<file path="config.mk">
export PLATFORM = sky130hd
export DESIGN_NAME = modular_inverse
export DESIGN_NICKNAME = d
export VERILOG_FILES = /design/src/hw/rtl/mi_pkg.sv /design/src/hw/rtl/modular_inverse.sv /design/src/hw/rtl/mi_divstep.sv
export SDC_FILE = /design/constraint.sdc
export NUM_CORES = 1
export LEC_CHECK = 0
export BUFFER_PORTS_ARGS = -buffer_cell sky130_fd_sc_hd__buf_4
export CAP_MARGIN = 20
export CORE_UTILIZATION = 42
export DETAILED_ROUTE_END_ITERATION = 16
export GPL_TIMING_DRIVEN = 0
export PLACE_DENSITY = 0.55
export SYNTH_ARGS = -nofsm -noshare
export SYNTH_HDL_FRONTEND = slang
export SYNTH_HIERARCHICAL = 1
export SYNTH_SLANG_ARGS = --single-unit
</file>
<file path="constraint.sdc">
create_clock -name clk -period 10.35 [get_ports clk]
set_input_delay 2.07 -clock clk [delete_from_list [all_inputs] [get_ports clk]]
set_output_delay 2.07 -clock clk [all_outputs]
set_load 0.05 [all_outputs]
</file>
<file path="src/hw/rtl/mi_pkg.sv">
// Package: widths, status codes and shared types for the modular inverse block.
package mi_pkg;

  localparam int WIDTH = 32;
  localparam int CNT_W = $clog2(WIDTH);

  localparam logic STATUS_OK     = 1'b0;
  localparam logic STATUS_NO_INV = 1'b1;

  typedef struct packed {
    logic load;
  } mi_step_ctrl_t;

  typedef struct packed {
    logic done;
  } mi_step_stat_t;

endpackage

</file>
<file path="src/hw/rtl/modular_inverse.sv">
// Top level: modular inverse by the extended Euclidean algorithm.
// Accepts value and modulus when start is high and busy is low, then stays busy until the
// single result appears on inverse and status for one cycle with done high; the result
// cannot be held off, so capture it on that cycle. The sequencer drives one shared
// shift-subtract unit through the Euclid remainder sequence, plus one leading step that
// reduces value modulo modulus. The align and subtract passes of that unit each work one bit
// per cycle. A zero modulus finishes without a Euclid step. status is 0 with the inverse in
// 0 .. modulus-1, or 1 with inverse 0 when the gcd is not one or the modulus is zero.
module modular_inverse (
  input  logic                      clk,
  input  logic                      rst,
  input  logic                      start,
  output logic                      busy,
  input  logic [mi_pkg::WIDTH-1:0]  value,
  input  logic [mi_pkg::WIDTH-1:0]  modulus,
  output logic                      done,
  output logic [mi_pkg::WIDTH-1:0]  inverse,
  output logic                      status
);
  import mi_pkg::*;

  typedef enum logic [2:0] {
    S_IDLE,
    S_LOOP,
    S_WAIT,
    S_FIN1,
    S_FIN2
  } state_t;

  state_t            state;
  logic [WIDTH-1:0]  m;
  logic [WIDTH-1:0]  r0;
  logic [WIDTH-1:0]  r1;
  logic [WIDTH-1:0]  t0;
  logic [WIDTH-1:0]  t1;
  logic              neg0;
  logic [WIDTH-1:0]  inv;
  mi_step_ctrl_t     ctrl;
  mi_step_stat_t     stat;
  logic [WIDTH-1:0]  rem;
  logic [WIDTH-1:0]  tacc;

  assign ctrl.load = (state == S_LOOP) && (m != '0) && (r1 != '0);

  mi_divstep u_divstep (
    .clk  (clk),
    .rst  (rst),
    .ctrl (ctrl),
    .r0   (r0),
    .r1   (r1),
    .t0   (t0),
    .t1   (t1),
    .stat (stat),
    .rem  (rem),
    .tacc (tacc)
  );

  always_ff @(posedge clk) begin
    if (rst) begin
      state <= S_IDLE;
      busy  <= 1'b0;
      done  <= 1'b0;
    end else begin
      done <= 1'b0;
      case (state)
        S_IDLE: begin
          if (start) begin
            m     <= modulus;
            r0    <= value;
            r1    <= modulus;
            t0    <= WIDTH'(1);
            t1    <= '0;
            neg0  <= 1'b0;
            busy  <= 1'b1;
            state <= S_LOOP;
          end
        end
        S_LOOP: begin
          if (m == '0) begin
            inverse <= '0;
            status  <= STATUS_NO_INV;
            done    <= 1'b1;
            busy    <= 1'b0;
            state   <= S_IDLE;
          end else if (r1 == '0) begin
            state <= S_FIN1;
          end else begin
            state <= S_WAIT;
          end
        end
        S_WAIT: begin
          if (stat.done) begin
            r0    <= r1;
            r1    <= rem;
            t0    <= t1;
            t1    <= tacc;
            neg0  <= ~neg0;
            state <= S_LOOP;
          end
        end
        S_FIN1: begin
          if (r0 != WIDTH'(1)) begin
            inverse <= '0;
            status  <= STATUS_NO_INV;
            done    <= 1'b1;
            busy    <= 1'b0;
            state   <= S_IDLE;
          end else begin
            inv   <= (neg0 && t0 != '0) ? m - t0 : t0;
            state <= S_FIN2;
          end
        end
        S_FIN2: begin
          inverse <= (inv >= m) ? inv - m : inv;
          status  <= STATUS_OK;
          done    <= 1'b1;
          busy    <= 1'b0;
          state   <= S_IDLE;
        end
        default: state <= S_IDLE;
      endcase
    end
  end

endmodule

</file>
<file path="src/hw/rtl/mi_divstep.sv">
// Shift-subtract unit: one Euclid quotient step with the coefficient update.
module mi_divstep (
  input  logic                       clk,
  input  logic                       rst,
  input  mi_pkg::mi_step_ctrl_t      ctrl,
  input  logic [mi_pkg::WIDTH-1:0]   r0,
  input  logic [mi_pkg::WIDTH-1:0]   r1,
  input  logic [mi_pkg::WIDTH-1:0]   t0,
  input  logic [mi_pkg::WIDTH-1:0]   t1,
  output mi_pkg::mi_step_stat_t      stat,
  output logic [mi_pkg::WIDTH-1:0]   rem,
  output logic [mi_pkg::WIDTH-1:0]   tacc
);
  import mi_pkg::*;

  typedef enum logic [1:0] {
    S_IDLE,
    S_ALIGN,
    S_SUB
  } state_t;

  state_t              state;
  logic [WIDTH-1:0]    div;
  logic [WIDTH-1:0]    tsh;
  logic [CNT_W-1:0]    k;
  logic                fits_twice;
  logic                fits;

  assign fits_twice = {div, 1'b0} <= {1'b0, rem};
  assign fits       = div <= rem;

  always_ff @(posedge clk) begin
    if (rst) begin
      state     <= S_IDLE;
      stat.done <= 1'b0;
    end else begin
      stat.done <= 1'b0;
      case (state)
        S_IDLE: begin
          if (ctrl.load) begin
            rem   <= r0;
            div   <= r1;
            tsh   <= t1;
            tacc  <= t0;
            k     <= '0;
            state <= S_ALIGN;
          end
        end
        S_ALIGN: begin
          if (fits_twice) begin
            div <= {div[WIDTH-2:0], 1'b0};
            tsh <= {tsh[WIDTH-2:0], 1'b0};
            k   <= k + 1'b1;
          end else begin
            state <= S_SUB;
          end
        end
        S_SUB: begin
          if (fits) begin
            rem  <= rem - div;
            tacc <= tacc + tsh;
          end
          if (k == '0) begin
            stat.done <= 1'b1;
            state     <= S_IDLE;
          end else begin
            div <= {1'b0, div[WIDTH-1:1]};
            tsh <= {1'b0, tsh[WIDTH-1:1]};
            k   <= k - 1'b1;
          end
        end
        default: state <= S_IDLE;
      endcase
    end
  end

endmodule

</file>
==> results of run 1 <==
## worst max-delay path by stage
stage | cells after the start | from | to
6_report | 11 | u_divstep/div[0] | u_divstep/tacc[26]
5_1_grt | 12 | u_divstep/rem[0] | u_divstep/tacc[29]
4_1_cts | 11 | u_divstep/div[0] | u_divstep/tacc[29]
3_5_place_dp | 11 | u_divstep/div[0] | u_divstep/tacc[18]
3_3_place_gp | 8 | u_divstep/div[24] | u_divstep/tsh[19]
2_1_floorplan | 2 | rst | u_divstep/div[0]
## routing by layer
metal,GRT usage (%),wire length (µm)
met4,10.2,2700
met2,42.8,34300
met5,0,24
met3,2.68,3900
met1,35.6,33400
## worst max-delay path, cell delays in order (launching register included)
cell      delay [ns]
edfxtp_1        0.43
ha_1            0.24
fa_1            0.41
nand2b_1        0.18
a21oi_1         0.23
o31ai_1         0.14
a21oi_1         0.54
a21oi_1         0.23
o31ai_1         0.77
o211ai_1        0.27
a21oi_4         0.64
buf_12          0.29
## state kept, by name, summed over array words and instances, names as in the netlist, 2 cells and up
signal	count
inverse	32
state	3
u_divstep/state	2
u_divstep/div	32
r0	32
u_divstep/tsh	32
m	32
t1	32
u_divstep/tacc	32
r1	32
u_divstep/rem	32
inv	32
t0	32
u_divstep/k	5
## area by class of cell
cell class	instances	area (µm²)
Sequential cell	367	10900
Timing Repair Buffer	124	1080
Buffer	87	357
Tap cell	748	936
Clock inverter	26	225
Multi-Input combinational cell	1597	11500
Fill cell	5126	28200
Inverter	178	668
Clock buffer	58	1170
## power by group
group / total (µW) / switching [µW] / internal, µW
Combinational: 2190 / 1350 / 833
Sequential: 2110 / 178 / 1930
Clock: 1540 / 659 / 881
Total: 5840 / 2190 / 3650
## placed cells by master (no fill, tap or decap), drive strengths merged, types with 65 or more instances in the layout
| cell | instances |
|---|---|
| inv | 181 |
| buf | 141 |
| mux2 | 102 |
| and2 | 73 |
| nor2 | 165 |
| ha | 165 |
| clkbuf | 128 |
| o21ai | 105 |
| a21o | 65 |
| nand2 | 108 |
| edfxtp | 359 |
| a21oi | 191 |
## per-stage QoR
| step | power (µW) | hold WS [ns] | TNS [ns] | setup WS (ns) | instance area [µm²] |
|---|---|---|---|---|---|
| 2_1_floorplan | 3620 | 0.477 | 0 | 0.959 | 23400 |
| 3_3_place_gp | 4250 | 0.503 | -656.68 | -3.66 | 25100 |
| 3_5_place_dp | 4280 | 0.510 | 0 | 5.68 | 25500 |
| 4_1_cts | 5840 | 0.522 | 0 | 5.67 | 26900 |
| 5_1_grt | 6140 | 0.556 | 0 | 5.42 | 26900 |
| 6_report | 5840 | 0.528 | 0 | 5.63 | 26900 |
## logic make-up after synthesis
group           count (synthesis)  synth area share (%)
compound gates                610                  17.2
simple gates                  590                  12.7
flops                         367                  46.7
buf+inv                       265                  4.38
fa+ha+maj                     170                  9.25
mux                           130                  6.10
xor+xnor                       97                  3.63
==> impl_metrics.toml, run 1 <==
[hold_path]
hold_start = "t1[0]"
hp-class = "flip-flop to flip-flop"
hold_depth = 1
holdPathEnd = "t0[0]"

[logic_synthesis]
ys_types = 84
syn_area_mm2 = 0.0234
synthCells = 2229
ys.flop_type = "edfxtp_1"
synth_edf_count = 359
yosysWarnings = 6
ys_ff_latch = 367
avgSynthCellArea_um2 = 10.5
synthTopCellsByCount = "edfxtp_1, a21oi_1, inv_1, ha_1, nor2_1"
yosysTopAreaCell = "edfxtp_1"
synth_nets = 2466
async_flop_share_pct = 0
ys_seq_area_share_pct = 46.7
synth.area.top_cells = "edfxtp_1, ha_1, mux2_2"
post-synth-top-count-cell = "edfxtp_1"
synth_top_area_share_pct = 46.0

[cts]
h-tree-depth = 2
cts_hold_buf = 0
cts_setup_buffers = 0
cts_resized = 0
clk_latency_ns = 0.59
cts_buffers = 45
cts_buffer_depth = 3
cts.sinks = 367
cts_tree = "built"
clockRootBuffer = "clkbuf_16"
path_clk_slew_ns = 0.06

[finish]
layout.cells.non_filler = 3185
syn_to_final_growth_pct = 14.8
insertedDiodeCount = 0
drive_gt1_share_pct = 13.5
final_nets = 2637
fin_util_pct = 48.8

[global_routing]
antenna_found_initial = 7
gr-total-overflow = 0
grt_pass1_vias = 17800
grt_max_degree = 33
track_usage_pct = 26.1
grt_pass1_wl_um = 111000

[timing]
max-slew-margin-rel_pct = 23.6
worstMarginPinSlew_ns = 1.15
clock_skew_ns = 0.0202
rsz0062_at_grt = "false"
fin_crit_sh_pct = 45.6
timing.final.hold_violations = 0
slew_viol_final = 0
fmax_mhz = 212
fin_crit_ns = 4.72
finalSetupViolCount = 0

[pwr]
power.density_mw_per_mm2 = 217
p_leak_uw = 0.0105
irDropWorstVdd_uv = 155

[worst_setup_path]
critPathKind = "flip-flop to flip-flop"
path_max_fanout = 22
reg2reg_to = "u_divstep/tacc[26]"
cp.arrival_ns = 4.99
r2r_cells = 11
worst_ep_required_time_ns = 10.62
r2r_setup_slack_ns = 5.63
r2r_start = "u_divstep/div[0]"
cp-end-kind = "flip-flop"
start_kind = "flip-flop"

[run_status]
status = "complete, no violations"

[floorplan]
ios = 102
die_area_mm2 = 0.0567
die_height_um = 238
die_w_um = 238
fp-row-count = 86
coreArea_mm2 = 0.0551
initial_utilization_pct = 42.5

[route]
ant_nets = 0
wl_per_cell_um = 23.3
drc = 0
drt_wl_total_um = 74300
via_per_inst = 5.79
drtIter0Drc = 1476
dr.pass1.iters = 5
num_vias = 18400

[place]
hpwl_um = 57400
gp_congestion = 0.933
dp_cells = 3101
numPortBuffers = 101

[job]
drv_cap = 0
Note: power is estimated with default switching activity, not from simulation.
==> run 2: changes to the inputs <==
==> constraint.sdc (replaced) <==
create_clock -name clk -period 4.9 [get_ports clk]
set_input_delay 0.98 -clock clk [delete_from_list [all_inputs] [get_ports clk]]
set_output_delay 0.98 -clock clk [all_outputs]
set_load 0.05 [all_outputs]
==> run 2 against run 1 <==
Critical path depth grew 1. Final area grew 0.40%. Cell count is essentially flat. Clock power grew 120%. Sequential power grew 110%. Sequential cell count is the same. Clock-buffer cell count shrank 6. Critical path type unchanged. Critical endpoint is now u_divstep/tacc[16].
==> impl_metrics.toml, run 2 (synthesized netlist as in run 1, its figures left out) <==
[floorplan]
die_area_mm2 = 0.0567
ios = 102
coreArea_mm2 = 0.0551
fp-row-count = 86
die_w_um = 238
die_height_um = 238
initial_utilization_pct = 42.5

[worst_setup_path]
cp-end-kind = "flip-flop"
start_kind = "flip-flop"
r2r_setup_slack_ns = 0.26
path_max_fanout = 20
r2r_cells = 12
worst_ep_required_time_ns = 5.17
reg2reg_to = "u_divstep/tacc[16]"
cp.arrival_ns = 4.91
critPathKind = "flip-flop to flip-flop"
r2r_start = "u_divstep/div[0]"

[route]
drt_wl_total_um = 74400
ant_nets = 0
dr.pass1.iters = 6
drtIter0Drc = 1533
drc = 0
num_vias = 18300
wl_per_cell_um = 23.4
via_per_inst = 5.75

[pwr]
p_comb_share_pct = 37.0
power.density_mw_per_mm2 = 464
p_clk_share_pct = 27.4
p_leak_uw = 0.0105
irDropWorstVdd_uv = 308
swShare_pct = 36.9
p_sw_uw = 4620
pwr-share-seq_pct = 35.6
p_int_uw = 7900
p_total_uw = 12500

[finish]
final_nets = 2635
syn_to_final_growth_pct = 15.3
layout.cells.non_filler = 3184
drive_gt1_share_pct = 13.6
final_cell_mix = "edfxtp_1, a21oi_1, inv_1, ha_1, nor2_1"
final_common_cell = "edfxtp_1"
fin_util_pct = 49.0

[cts]
cts.sinks = 367
cts_hold_buf = 0
path_clk_slew_ns = 0.06
h-tree-depth = 2
cts_resized = 0
clockRootBuffer = "clkbuf_16"
cts_setup_buffers = 0
clk_latency_ns = 0.58
cts_buffer_depth = 3
cts_tree = "built"
cts_buffers = 45

[timing]
timing.final.hold_violations = 0
rsz0062_at_grt = "false"
fin_crit_ns = 4.64
fin_crit_sh_pct = 94.7
clock_skew_ns = 0.0239
finalSetupViolCount = 0
worstMarginPinSlew_ns = 1.06
max-slew-margin-rel_pct = 29.1
fmax_mhz = 216
slew_viol_final = 0

[job]
drv_cap = 0

[hold_path]
hold_start = "u_divstep/state[1]"
hold_depth = 2
hp-class = "flip-flop to flip-flop"
holdPathEnd = "u_divstep/state[1]"

[place]
dp_cells = 3098
gp_congestion = 0.926
numPortBuffers = 101
hpwl_um = 57500

[run_status]
status = "complete, no violations"

[global_routing]
grt_pass1_wl_um = 110000
gr-total-overflow = 0
grt_pass1_vias = 17600
grt_max_degree = 33
track_usage_pct = 26.2
antenna_found_initial = 5
## run 2: worst max path at each step
stage	endpoint	slack [ns]	depth (start not counted)	from
6_report	u_divstep/tacc[16]	0.26	12	u_divstep/div[0]
5_1_grt	u_divstep/tacc[15]	0.05	13	u_divstep/rem[0]
4_1_cts	u_divstep/tacc[16]	0.22	12	u_divstep/div[0]
3_5_place_dp	u_divstep/tacc[17]	0.26	12	u_divstep/div[0]
3_3_place_gp	u_divstep/rem[11]	-2.22	10	u_divstep/div[0]
2_1_floorplan	inv[0]	0.03	2	rst
## run 2: power groups by stage
stage	combinational (µW)	sequential [µW]	clock, µW
2_1_floorplan	3230	4380	0
3_3_place_gp	4360	4560	0
3_5_place_dp	4550	4510	0
4_1_cts	4580	4450	3500
5_1_grt	5070	4500	3600
6_report	4630	4460	3430
## run 2: through the flow
stage | instance area, µm² | setup slack, ns | hold WS [ns] | TNS (ns)
after floorplan | 23400 | 0.0260 | 0.477 | 0
after global placement | 25100 | -2.22 | 0.509 | -574.02
after detailed placement | 25500 | 0.263 | 0.520 | 0
after CTS | 27000 | 0.217 | 0.531 | 0
after global routing | 27000 | 0.0534 | 0.551 | 0
final | 27000 | 0.260 | 0.542 | 0
## run 2: cell type report
| type | instances | area (µm²) |
|---|---|---|
| antenna | 1 | 2.50 |
| buffer | 87 | 357 |
| clock buffer | 52 | 1190 |
| clock inverter | 32 | 300 |
| fill | 5186 | 28100 |
| inverter | 178 | 668 |
| multi-input combinational | 1597 | 11500 |
| sequential | 367 | 10900 |
| tap | 748 | 936 |
| timing repair buffer | 122 | 1080 |
## run 2: worst max-delay path, cell delays in order (launching register included)
cell      delay (ns)
edfxtp_1        0.43
ha_1            0.24
fa_1            0.40
nand2b_1        0.18
a21oi_1         0.24
o31ai_1         0.14
a21oi_1         0.53
a21oi_1         0.21
o31ai_1         0.71
o211ai_1        0.27
a21oi_4         0.53
buf_16          0.24
buf_16          0.18
## run 2: per-layer routing
metal | track usage (%) | wire, µm | up-vias
li1 | - | - | 8658
met1 | 35.4 | 32900 | 8872
met2 | 42.1 | 33900 | 642
met3 | 3.51 | 4310 | 147
met4 | 11.3 | 3280 | 0
met5 | 0 | 0 | -
